$ cat src/rtl/core/cfc_pkg.sv
`timescale 1ns / 1ps

package cfc_pkg;

	// Fixed field widths of one word
	localparam int CH_BITS     = 4;
	localparam int SETTLE_BITS = 16;

	// Action codes
	localparam logic ACT_CHECK = 1'b0;
	localparam logic ACT_TICK  = 1'b1;

	// One input word
	typedef struct packed {
		logic                   action;
		logic [CH_BITS-1:0]     channel;
		logic                   commanded_on;
		logic                   on_sensor;
		logic                   off_sensor;
		logic [SETTLE_BITS-1:0] on_settle;
		logic [SETTLE_BITS-1:0] off_settle;
	} item_t;

	// Control from the pipeline to the channel state file
	typedef struct packed {
		logic  en;
		item_t item;
	} step_t;

endpackage

$ cat src/rtl/core/cfc_chan_state.sv
`timescale 1ns / 1ps

module cfc_chan_state
	import cfc_pkg::*;
#(
	parameter int CHANNELS   = 16,
	parameter int TIMER_BITS = 16
) (
	input  logic  clk,
	input  logic  arst_n,
	input  step_t step,
	output logic  fault
);

	localparam int IDX_BITS  = (CHANNELS > 1) ? $clog2(CHANNELS) : 1;
	localparam int LOAD_BITS = (TIMER_BITS > SETTLE_BITS) ? TIMER_BITS : SETTLE_BITS;
	localparam logic [TIMER_BITS-1:0] TMR_MAX = '1;

	logic                  last_q  [CHANNELS];
	logic                  armed_q [CHANNELS];
	logic [TIMER_BITS-1:0] timer_q [CHANNELS];

	logic                  is_tick;
	logic                  is_check;
	logic                  ch_ok;
	logic [IDX_BITS-1:0]   idx;
	logic                  cur_last;
	logic                  cur_armed;
	logic [TIMER_BITS-1:0] cur_timer;
	logic [SETTLE_BITS-1:0] settle;
	logic [LOAD_BITS-1:0]  load_w;
	logic [TIMER_BITS-1:0] load;
	logic                  chg;
	logic [TIMER_BITS-1:0] timer_new;
	logic                  armed_new;
	logic                  expire;

	assign is_tick  = step.en && (step.item.action == ACT_TICK);
	assign is_check = step.en && (step.item.action == ACT_CHECK);
	assign ch_ok    = 32'(step.item.channel) < CHANNELS;
	assign idx      = IDX_BITS'(step.item.channel);

	always_comb begin
		cur_last  = 1'b0;
		cur_armed = 1'b0;
		cur_timer = '0;
		if (ch_ok) begin
			cur_last  = last_q[idx];
			cur_armed = armed_q[idx];
			cur_timer = timer_q[idx];
		end
	end

	// saturate the settle load to the timer width
	assign settle = step.item.commanded_on ? step.item.off_settle : step.item.on_settle;
	assign load_w = LOAD_BITS'(settle);
	assign load   = (load_w > LOAD_BITS'(TMR_MAX)) ? TMR_MAX : load_w[TIMER_BITS-1:0];

	assign chg       = step.item.commanded_on != cur_last;
	assign timer_new = chg ? load : cur_timer;
	assign armed_new = chg || cur_armed;
	assign expire    = armed_new && (timer_new == '0);

	assign fault = ch_ok && expire &&
		(step.item.commanded_on ? step.item.off_sensor : step.item.on_sensor);

	always_ff @(posedge clk or negedge arst_n) begin
		if (!arst_n) begin
			for (int i = 0; i < CHANNELS; i++) begin
				last_q[i]  <= 1'b0;
				armed_q[i] <= 1'b0;
				timer_q[i] <= '0;
			end
		end else if (is_tick) begin
			// decrement every running timer
			for (int i = 0; i < CHANNELS; i++) begin
				if (timer_q[i] != '0) begin
					timer_q[i] <= timer_q[i] - 1'b1;
				end
			end
		end else if (is_check && ch_ok) begin
			last_q[idx]  <= step.item.commanded_on;
			armed_q[idx] <= armed_new && !expire;
			timer_q[idx] <= timer_new;
		end
	end

endmodule

$ cat src/rtl/core/cylinder_feedback_timeout_check_core.sv
`timescale 1ns / 1ps
// A check word is registered in the input stage, and its result then in the result register.
// Throughput: one word per cycle while the result is not stalled; a tick word yields no result.
// The per-channel state update sets the rate: channel state lives in flops.
// Reset (arst_n low) clears all commands, armed flags, timers and both valid stages.
// Input stall rises only while the input stage holds a check word and the result is stalled.

module cylinder_feedback_timeout_check_core
	import cfc_pkg::*;
#(
	parameter int CHANNELS   = 16,
	parameter int TIMER_BITS = 16
) (
	input  logic                   clk,
	input  logic                   arst_n,
	input  logic                   in_valid,
	output logic                   in_stall,
	input  logic                   action,
	input  logic [CH_BITS-1:0]     channel,
	input  logic                   commanded_on,
	input  logic                   on_sensor,
	input  logic                   off_sensor,
	input  logic [SETTLE_BITS-1:0] on_settle,
	input  logic [SETTLE_BITS-1:0] off_settle,
	output logic                   out_valid,
	input  logic                   out_stall,
	output logic                   fault,
	output logic [CH_BITS-1:0]     fault_channel
);

	// Input stage: one registered word waiting for the state update
	logic  vld_s1;
	item_t item_s1;

	// Result register
	logic               out_vld_q;
	logic               fault_q;
	logic [CH_BITS-1:0] fault_ch_q;

	logic  out_free;
	logic  adv;
	logic  adv_check;
	logic  take;
	logic  fault_c;
	step_t step;

	// The result slot is free when empty or being taken this cycle
	assign out_free  = !out_vld_q || !out_stall;
	// A tick never needs the result slot, so it always advances
	assign adv       = vld_s1 && ((item_s1.action == ACT_TICK) || out_free);
	assign adv_check = adv && (item_s1.action == ACT_CHECK);
	assign in_stall  = vld_s1 && !adv;
	assign take      = in_valid && !in_stall;

	always_ff @(posedge clk or negedge arst_n) begin
		if (!arst_n) begin
			vld_s1 <= 1'b0;
		end else if (take) begin
			vld_s1 <= 1'b1;
		end else if (adv) begin
			vld_s1 <= 1'b0;
		end
	end

	// Hold the payload while stalled, load on accept
	always_ff @(posedge clk) begin
		if (take) begin
			item_s1.action       <= action;
			item_s1.channel      <= channel;
			item_s1.commanded_on <= commanded_on;
			item_s1.on_sensor    <= on_sensor;
			item_s1.off_sensor   <= off_sensor;
			item_s1.on_settle    <= on_settle;
			item_s1.off_settle   <= off_settle;
		end
	end

	// Channel state file: evaluates the word and commits its update on advance
	assign step.en   = adv;
	assign step.item = item_s1;

	cfc_chan_state #(
		.CHANNELS   (CHANNELS),
		.TIMER_BITS (TIMER_BITS)
	) u_chan_state (
		.clk    (clk),
		.arst_n (arst_n),
		.step   (step),
		.fault  (fault_c)
	);

	// Result register: fill on a check advance, drop when taken
	always_ff @(posedge clk or negedge arst_n) begin
		if (!arst_n) begin
			out_vld_q <= 1'b0;
		end else if (adv_check) begin
			out_vld_q <= 1'b1;
		end else if (!out_stall) begin
			out_vld_q <= 1'b0;
		end
	end

	always_ff @(posedge clk) begin
		if (adv_check) begin
			fault_q    <= fault_c;
			fault_ch_q <= item_s1.channel;
		end
	end

	assign out_valid     = out_vld_q;
	assign fault         = fault_q;
	assign fault_channel = fault_ch_q;

	// A new result only ever follows a check word leaving the input stage
	a_rise_from_check: assert property (@(posedge clk) disable iff (!arst_n)
		$rose(out_vld_q) |-> $past(adv_check))
		else $error("result appeared without a check word");

	// Input side stalls only while a word is held
	a_stall_needs_word: assert property (@(posedge clk) disable iff (!arst_n)
		in_stall |-> vld_s1)
		else $error("input stalled with empty stage");

	// An out-of-range channel never reports a fault
	a_range_no_fault: assert property (@(posedge clk) disable iff (!arst_n)
		(out_vld_q && (32'(fault_ch_q) >= CHANNELS)) |-> !fault_q)
		else $error("fault on channel beyond range");

endmodule
$ cat config.mk
export PLATFORM = sky130hd
export DESIGN_NAME = cylinder_feedback_timeout_check_core
export DESIGN_NICKNAME = d
export VERILOG_FILES = /design/src/rtl/core/cfc_pkg.sv /design/src/rtl/core/cfc_chan_state.sv /design/src/rtl/core/cylinder_feedback_timeout_check_core.sv
export SDC_FILE = /design/constraint.sdc
export NUM_CORES = 1
export LEC_CHECK = 0
export BUFFER_PORTS_ARGS = -buffer_cell sky130_fd_sc_hd__buf_4
export CORE_UTILIZATION = 25
export CTS_CLUSTER_SIZE = 25
export DETAILED_ROUTE_END_ITERATION = 16
export GPL_ROUTABILITY_DRIVEN = 0
export HOLD_SLACK_MARGIN = 0.05
export PLACE_DENSITY_LB_ADDON = 0.2
export SLEW_MARGIN = 0
export SYNTH_ARGS = -nofsm -noshare
export SYNTH_HDL_FRONTEND = slang
export SYNTH_HIERARCHICAL = 1
export SYNTH_SLANG_ARGS = --single-unit
$ cat constraint.sdc
create_clock -name clk -period 6.34 [get_ports clk]
set_input_delay 0.634 -clock clk [delete_from_list [all_inputs] [get_ports clk]]
set_output_delay 0.634 -clock clk [all_outputs]
set_load 0.01 [all_outputs]
Word-level counts from Yosys, hierarchy flattened
Index checks and enable logic that the tools add are counted.
{ "classes": {"n_addsub": 16, "order_cmp": 3, "eq_ne": 18, "muxes": 42, "bitwise": 3, "reduce_logical": 53} }
{ "op_table": {"columns": ["op", "n"], "rows": [
  ["two-way mux 256 bit", 2],
  ["two-way mux 16 bit", 22],
  ["bitwise mux 256 bit", 1],
  ["nonzero test 16 bit", 16],
  ["subtractor 16 x 1 -> 16 bit (second input constant)", 16],
  ["binary-select mux 16 bit (select 4 bit)", 1],
  ["demux 16 bit (select 4 bit)", 1],
  ["AND reduction 2 bit", 17],
  ["bitwise mux 16 bit", 2],
  ["inequality test 2 bit (second input constant)", 16],
  ["greater-than comparator 16 bit (second input constant)", 1],
  ["logical NOT 16 bit", 1],
  ["two-way mux 1 bit", 10],
  ["logical AND 1 bit", 9],
  ["binary-select mux 1 bit (select 4 bit)", 2],
  [">= comparator 5 bit (second input constant)", 1],
  ["logical NOT 1 bit", 5],
  ["< comparator 5 x 1 -> 1 bit (second input constant)", 1],
  ["inverter 4 -> 5 bit", 1],
  ["demux 1 bit (select 4 bit)", 1],
  ["nonzero test 2 bit", 2],
  ["logical OR 1 bit", 3],
  ["inequality test 2 x 1 -> 1 bit (second input constant)", 1],
  ["inverter 1 bit", 2],
  ["inequality test 1 bit", 1]
]} }
{ "word_totals": {"reg_bits": 335, "input_bits": 44, "elab_cells": 194} }

Depth between registers and ports, before layout
Gate-level depths: netlist of the first run.
{ "logic_depth": {"word_depth": 11, "mapped_depth": 14, "ltp_nobuf": 10} }

Cells and area by module
The synthesis of the first run kept the hierarchy.
{ "modules_own_cells": {"columns": ["mod", "n_inst", "cells_each", "area_each_um2", "seq_area_each_um2"], "rows": [
  ["cfc_chan_state", 1, 2337, 19881.6, 7206.9],
  ["cylinder_feedback_timeout_check_core", 1, 56, 1452.6, 1401.3]
]} }

Worst setup path before layout of the first run
No wires, ideal clock.
{ "synth_path": {"path_type": "register to register", "start": "register u_chan_state/timer_q[224] (netlist name)", "end": "register u_chan_state/timer_q[234] (netlist name)", "setup_ns": 0.121, "arrival_ns": 2.911, "required_ns": 6.219, "setup_slack_ns": 3.308, "stages_incl_launch_ff": 11, "path_buffers": 1, "period_less_slack_ns": 3.032, "cell_sequence": "dfrtp_1 -> inv_1 -> ha_1 -> or4b_1 -> or3_1 -> or4_4 -> or4_4 -> nor2b_2 -> o21ai_2 -> buf_2 -> a22o_1"} }
{ "synth_between": {"elab_chain_cells": 3} }
{ "synth_rtl": {"columns": ["item", "line_no", "source"], "rows": [
  ["from (decl)", "cfc_chan_state.sv:21", "logic [TIMER_BITS-1:0] timer_q [CHANNELS];"],
  ["from (signal, indexed assignment)", "cfc_chan_state.sv:78", "timer_q[i] <= timer_q[i] - 1'b1;"],
  ["from (signal, indexed assignment)", "cfc_chan_state.sv:84", "timer_q[idx] <= timer_new;"],
  ["subtractor 16 x 1 -> 16 bit / nonzero test 16 bit (equally long branches)", "cfc_chan_state.sv:78, cfc_chan_state.sv:77", null],
  ["two-way mux 16 bit / inequality test 2 bit (equally long branches)", null, null],
  ["two-way mux 256 bit / AND reduction 2 bit (equally long branches)", null, null]
]} }
Parallel ways exist; a longest one is shown, timed or not. The select of a mux whose other input is x is not followed.
A chain may end at the register's enable or synchronous reset.

Final worst setup path of the first run
{ "layout_path": {"start": "register item_s1[35] (netlist name)", "end": "register u_chan_state/armed_q[1] (netlist name)"} }
{ "layout_between": {"elab_chain_cells": 11} }
{ "layout_rtl": {"columns": ["item", "line_no", "source"], "rows": [
  ["from (decl)", "cylinder_feedback_timeout_check_core.sv:33", "item_t item_s1;"],
  ["inverter 4 -> 5 bit *", null, null],
  ["binary-select mux 1 bit (select 4 bit)", "cfc_chan_state.sv:48", "cur_last = last_q[idx];"],
  ["two-way mux 1 bit (not written as such) (2 in a row)", "cfc_chan_state.sv:48", null],
  ["inequality test 1 bit", "cfc_chan_state.sv:59", "assign chg = step.item.commanded_on != cur_last;"],
  ["two-way mux 16 bit", "cfc_chan_state.sv:60", "assign timer_new = chg ? load : cur_timer;"],
  ["logical NOT 16 bit", "cfc_chan_state.sv:62", "assign expire = armed_new && (timer_new == '0);"],
  ["logical AND 1 bit", "cfc_chan_state.sv:62", null],
  ["logical NOT 1 bit", "cfc_chan_state.sv:83", "armed_q[idx] <= armed_new && !expire;"],
  ["logical AND 1 bit", "cfc_chan_state.sv:83", null],
  ["bitwise mux 16 bit *", "cfc_chan_state.sv:83", null],
  ["to (signal, indexed assignment)", "cfc_chan_state.sv:83", null],
  ["to (decl)", "cfc_chan_state.sv:20", "logic armed_q [CHANNELS];"]
]} }
Every way passes the cells marked *; elsewhere a longest branch is shown, timed or not. The select of a mux whose other input is x is not followed.

==> flow_summary.json, run 1 <==
{
  "outcome": "completed",
  "maxCapViolCount": 0,
  "port-buffer-count": 50,
  "arrival_ns": 4.88,
  "yosys_warnings": 6,
  "yosysTopAreaCellShare_pct": 34.0,
  "tightestPinTransition_ns": 1.40,
  "holdBufCountCts": 0,
  "synth-seq-area-share_pct": 40.3,
  "clkTransAtPathRegs_ns": 0.05,
  "drtPass1Iterations": 7,
  "ant_nets": 0,
  "drv_slew": 0,
  "cts_made_buffers": 43,
  "async_flop_share_pct": 86.6,
  "overflow": 0,
  "place_hpwl_mm": 63.1,
  "nets": 2429,
  "place_area_sq_um": 22800,
  "critical_path_class": "flop to flop",
  "die_h_um": 294,
  "synth_cell_types": 77,
  "end_kind": "flop",
  "ir_drop_v": 0.000204,
  "dieArea_sq_um": 86500,
  "clk_latency_ns": 0.59,
  "wirelength_mm": 92.0,
  "reg2reg_from": "item_s1[35]",
  "synth_top_family_by_area": "compound AO/OA/AOI/OAI gates",
  "grt_pass1_wl_mm": 135,
  "design.core.area_sq_um": 84100,
  "cts.repair.resized": 0,
  "crit_fanout": 67,
  "drc": 0,
  "rows": 106,
  "hold_viol": 0,
  "start_util_pct": 25.4,
  "synth_edf_count": 45,
  "hold_path.class": "input port to asynchronous set/reset pin",
  "drive_above_1_share_pct": 11.6,
  "netlist_area_sq_um": 21300,
  "fin_crit_ns": 4.45,
  "synthAdderAreaFrac_pct": 1.23,
  "syn2layout_area_growth_pct": 13.3,
  "drtIter0Drc": 2311,
  "fin_crit_sh_pct": 70.2,
  "synth_ff_type": "dfrtp_1",
  "htreeDepth": 2,
  "worstRegToRegCells": 9,
  "syn_area_per_cell_sq_um": 8.92,
  "track_usage_pct": 20.9,
  "setup_viol": 0,
  "tns_ns": 0,
  "leakagePower_nw": 9.49,
  "fin_area_sq_um": 24200,
  "antenna_cells": 0,
  "grt_max_degree": 103,
  "antenna_found_initial": 3,
  "wl_per_cell_um": 26.1,
  "cellPowerDensity_nw_per_um2": 439,
  "post-cts-setup-buffer-count": 0,
  "synth_largest_area_cell": "dfrtp_1",
  "synth_compound_area_share_pct": 26.4,
  "die_width_um": 294,
  "synth_area_leaders": "dfrtp_1, mux4_2, o21ai_0",
  "syn_nets": 2458,
  "vias": 20400,
  "synthSimpleGateAreaFrac_pct": 16.8,
  "rsz0062_at_grt": "false",
  "synthMuxAreaShare_pct": 10.7,
  "fill_cells": 8931,
  "clock-sinks": 335,
  "netlist_instances": 2393,
  "yosys.area_share.xor_xnor_pct": 0.0411,
  "slew_headroom_pct": 6.39,
  "clk_path_buf_depth": 3,
  "root_buffer": "clkbuf_16",
  "cts_tree": "done",
  "r2r_slack_ns": 1.89,
  "r2r_end": "u_chan_state/armed_q[1]",
  "pin_count": 51,
  "finClkSkew_ns": 0.0307,
  "cp-start-kind": "flop",
  "synth-seq-cells": 335,
  "grt_pass1_vias": 19000,
  "viasPerCell": 5.78,
  "fmax_mhz": 225,
  "cp.required_ns": 6.77
}
## area by class of cell
cell class | instances | area [sq um] | share of cell area, %
clock inverters | 6 | 72.6 | 0.300
inverters | 64 | 240 | 0.994
multi-input cells | 1835 | 11800 | 48.9
flip-flops and latches | 335 | 8610 | 35.6
well taps | 1134 | 1420 | 5.87
clock buffers | 68 | 1310 | 5.43
repair buffers | 85 | 699 | 2.89
## synthesized netlist by cell type, drive strengths merged (38+ instances only)
cell type / number
dfrtp: 290
edfxtp: 45
buf: 49
o21ai: 326
or3: 47
nand2: 208
a22oi: 38
nor3: 83
a22o: 65
a21oi: 206
inv: 64
mux4: 75
a31oi: 56
clkbuf: 110
nor2: 302
o22ai: 63
## metal layers
metal / share of wire, % / track usage, % / vias up
li1: - / - / 8978
met1: 43 / 28.8 / 10300
met2: 45 / 32.6 / 974
met3: 7.5 / 3.37 / 188
met4: 4.2 / 8.51 / 0
met5: 0 / 0 / -
## how the worst max path moves through the flow
| stage | startpoint | end | cells after the start |
|---|---|---|---|
| after floorplan | u_chan_state/timer_q[224] | u_chan_state/timer_q[234] | 10 |
| after global placement | item_s1[35] | u_chan_state/armed_q[2] | 9 |
| after detailed placement | item_s1[35] | u_chan_state/armed_q[2] | 9 |
| after CTS | item_s1[35] | u_chan_state/armed_q[4] | 9 |
| after global routing | item_s1[35] | u_chan_state/armed_q[1] | 9 |
| final | item_s1[35] | u_chan_state/armed_q[1] | 9 |
## worst max-delay path: stages (launching register included)
cell and delay [ns]:
edfxtp_1 0.78, buf_12 0.48, mux4_2 0.57, a22oi_1 0.40
nand2_1 0.15, mux2i_1 0.16, mux2_2 0.81, and4b_4 0.38
a41o_4 0.38, o21ai_0 0.12
## flip-flops by register name, indices dropped and copies added, names as in the netlist
register / flops
u_chan_state/timer_q: 256
item_s1: 40
u_chan_state/armed_q: 16
u_chan_state/last_q: 16
fault_channel: 4
fault: 1
out_valid: 1
vld_s1: 1
## stage by stage
| stage | instances | setup slack [ns] | hold WS, ns | total power, W | utilization (%) |
|---|---|---|---|---|---|
| finish | 3527 | 1.89 | 0.0896 | 0.0106 | 28.7 |
| global route | 3527 | 1.69 | 0.165 | 0.0112 | 28.7 |
| CTS | 3526 | 2.00 | 0.126 | 0.0106 | 28.7 |
| detailed placement | 3452 | 2.00 | 0.471 | 0.00805 | 27.1 |
| global placement | 3452 | 2.04 | 0.458 | 0.00799 | 27.1 |
| floorplan | 2393 | 3.31 | 0.338 | 0.00630 | - |
## power by group
group	total (W)	switching (W)	internal [W]
clock	0.00246	0.00101	0.00145
combinational	0.00418	0.00266	0.00152
sequential	0.00396	0.00115	0.00281
## cells in the final DEF, fill, tap and decap left out, types with 8 or more instances in the layout
master     Yosys  final
clkbuf_1     110     13
nor2b_1       14     14
ha_1          21     21
buf_4          5     79
o21ai_1        8      8
o32ai_1       21     21
nand4_1        9      9
o21ai_0      308    308
nor2_1       302    302
dfrtp_1      290    290
a21oi_1      206    204
o21a_1        17     17
or4_1         11     11
a31oi_1       56     56
clkbuf_8       0     10
o21ai_2       10     10
o32a_1        19     19
mux2i_1       27     25
clkbuf_16      0     45
o22ai_1       63     63
nor3_1        83     83
a32oi_1       16     16
a22o_1        65     65
nand2_1      208    207
nand3_1       16     16
mux2_2        17     17
a22oi_1       37     37
inv_1         64     64
or3_1         47     47
a21o_1         9      9
nor4_1        27     27
nand2b_1      26     26
edfxtp_1      45     45
o22a_1        21     21
mux4_2        74     74
## cells by family (layout without fill, tap and decap cells)
| logic type | count (synthesis) | after routing |
|---|---|---|
| adder cells (fa/ha/maj) | 21 | 21 |
| XOR/XNOR | 1 | 1 |
| multiplexers | 125 | 125 |
| AO/OA/AOI/OAI | 906 | 906 |
| flip-flops | 335 | 335 |
| AND/OR/NAND/NOR | 782 | 782 |
| buffers and inverters | 223 | 223 |
(Power assumes the default switching activity.)
==> inputs of run 2 (changes only) <==
==> constraint.sdc (replaced) <==
create_clock -name clk -period 3.65 [get_ports clk]
set_input_delay 0.365 -clock clk [delete_from_list [all_inputs] [get_ports clk]]
set_output_delay 0.365 -clock clk [all_outputs]
set_load 0.01 [all_outputs]
==> flow_summary.json, run 2 (same netlist as run 1, synthesis figures left out) <==
{
  "fill_cells": 8832,
  "overflow": 0,
  "regMostFlops": "u_chan_state/timer_q",
  "finClkSkew_ns": 0.0376,
  "end_kind": "flop",
  "rsz0062_at_grt": "false",
  "crit_fanout": 23,
  "tightestPinTransition_ns": 1.01,
  "power_w": 0.0184,
  "seq_power_share_pct": 37.0,
  "grt_max_degree": 100,
  "port-buffer-count": 50,
  "drive_above_1_share_pct": 14.2,
  "drc": 0,
  "drtIter0Drc": 2469,
  "design.core.area_sq_um": 84100,
  "cellPowerDensity_nw_per_um2": 730,
  "hold_viol": 0,
  "cpPeakStageDelay_ns": 0.60,
  "antenna_found_initial": 1,
  "root_buffer": "clkbuf_16",
  "viasPerCell": 5.70,
  "fmax_mhz": 289,
  "tns_ns": 0,
  "syn2layout_area_growth_pct": 18.0,
  "reg_top3": "u_chan_state/timer_q x256, item_s1 x40",
  "layoutNonFillerInstCount": 3652,
  "grt_pass1_wl_mm": 136,
  "die_h_um": 294,
  "clk_latency_ns": 0.60,
  "maxCapViolCount": 0,
  "die_width_um": 294,
  "hold_path.class": "input port to asynchronous set/reset pin",
  "pwr-share-comb_pct": 41.4,
  "fin_area_sq_um": 25200,
  "wirelength_mm": 91.7,
  "outcome": "completed",
  "final_cell_mix": "o21ai_0, nor2_1, dfrtp_1",
  "setup_viol": 0,
  "htreeDepth": 2,
  "cts_tree": "done",
  "worstRegToRegCells": 9,
  "ir_drop_v": 0.000329,
  "dpl.cell_count": 3529,
  "layout_commonest_cell": "o21ai_0",
  "power_switching_share_pct": 45.7,
  "slew_headroom_pct": 32.3,
  "vias": 20800,
  "place_hpwl_mm": 64.6,
  "cp_cell_sequence": "buf_12 -> mux4_1 -> mux2i_4 -> mux2_4 -> mux2i_1 -> mux2i_4 -> nor4b_2 -> a41o_4 -> o21ai_0",
  "holdWs_ns": 0.434,
  "intPower_w": 0.00998,
  "start_util_pct": 25.4,
  "ant_nets": 0,
  "cpMaxStageDelayCell": "mux4_1",
  "rows": 106,
  "net-switching-power_w": 0.00840,
  "dieArea_sq_um": 86500,
  "place_area_sq_um": 23400,
  "largest_reg_flops": 256,
  "drv_slew": 0,
  "leakagePower_nw": 10.0,
  "grt_pass1_vias": 19600,
  "cts_made_buffers": 41,
  "nets": 2550,
  "fin_crit_sh_pct": 94.9,
  "crit_path_frequent_cell": "mux2i_4",
  "track_usage_pct": 20.9,
  "fin_crit_ns": 3.46,
  "r2r_slack_ns": 0.19,
  "reg2reg_from": "item_s1[36]",
  "pin_count": 51,
  "cp.required_ns": 4.12,
  "clkTransAtPathRegs_ns": 0.06,
  "clock-sinks": 335,
  "clk_path_buf_depth": 3,
  "arrival_ns": 3.93,
  "critical_path_class": "flop to flop",
  "wl_per_cell_um": 25.1,
  "crit_buf_inv": 1,
  "cp_top_family": "multiplexers",
  "cp-start-kind": "flop",
  "p_clk_share_pct": 21.6,
  "r2r_end": "u_chan_state/armed_q[3]",
  "drtPass1Iterations": 6
}
run 2: cell count changes in the layout (fill, tap and decap cells not counted), sizes merged:
cell,before,now
buf,85,165
dlygate4sd3,0,43
clkinv,3,10
clkbuf,68,63
bufinv,1,0
diode,0,1
run 2: what timing repair did:
| action | 4_1_cts | 5_1_grt |
|---|---|---|
| hold buffers | 43 | 0 |
| gates resized for setup | 0 | 4 |
| buffers inserted | 0 | 4 |
| hold endpoints to repair | 134 | 0 |
| endpoints found under the setup margin | 0 | 6 |
run 2: stage by stage:
step	util, %	setup slack (ns)
floorplan	-	0.618
detailed placement	27.9	0.148
CTS	29.9	0.127
finish	29.9	0.187
global route	29.9	0.0230
global placement	27.9	0.171
run 2: final cells by class:
class                   instances  area, sq um  share of cell area, %
clock buffers                  63         1170                   4.64
multi-input cells            1835        11800                   47.0
flip-flops and latches        335         8610                   34.2
inverters                      64          240                  0.955
well taps                    1134         1420                   5.64
clock inverters                12         87.6                  0.348
repair buffers                208         1820                   7.22
diodes                          1         2.50                0.00994
run 2: worst max-delay path by stage:
stage,slack [ns],startpoint,cells past startpoint,end
global route,0.02,item_s1[35],10,u_chan_state/armed_q[5]
floorplan,0.62,u_chan_state/timer_q[224],10,u_chan_state/timer_q[234]
detailed placement,0.15,item_s1[36],9,u_chan_state/timer_q[28]
CTS,0.13,item_s1[36],9,u_chan_state/timer_q[28]
global placement,0.17,item_s1[36],9,u_chan_state/timer_q[28]
finish,0.19,item_s1[36],9,u_chan_state/armed_q[3]
run 2: power by group through the flow:
| stage | clock (W) | sequential, W | combinational [W] |
|---|---|---|---|
| 2_1_floorplan | 0 | 0.00580 | 0.00515 |
| 3_3_place_gp | 0 | 0.00677 | 0.00729 |
| 3_5_place_dp | 0 | 0.00679 | 0.00741 |
| 4_1_cts | 0.00408 | 0.00673 | 0.00748 |
| 5_1_grt | 0.00423 | 0.00692 | 0.00830 |
| 6_report | 0.00397 | 0.00680 | 0.00761 |
run 2: per-layer routing:
layer	share of wire, %	vias up	GRT usage [%]
met4	3.2	0	6.90
met1	44	10500	28.4
li1	-	9238	-
met3	6.7	178	3.31
met5	0	-	0
met2	46	888	33.8
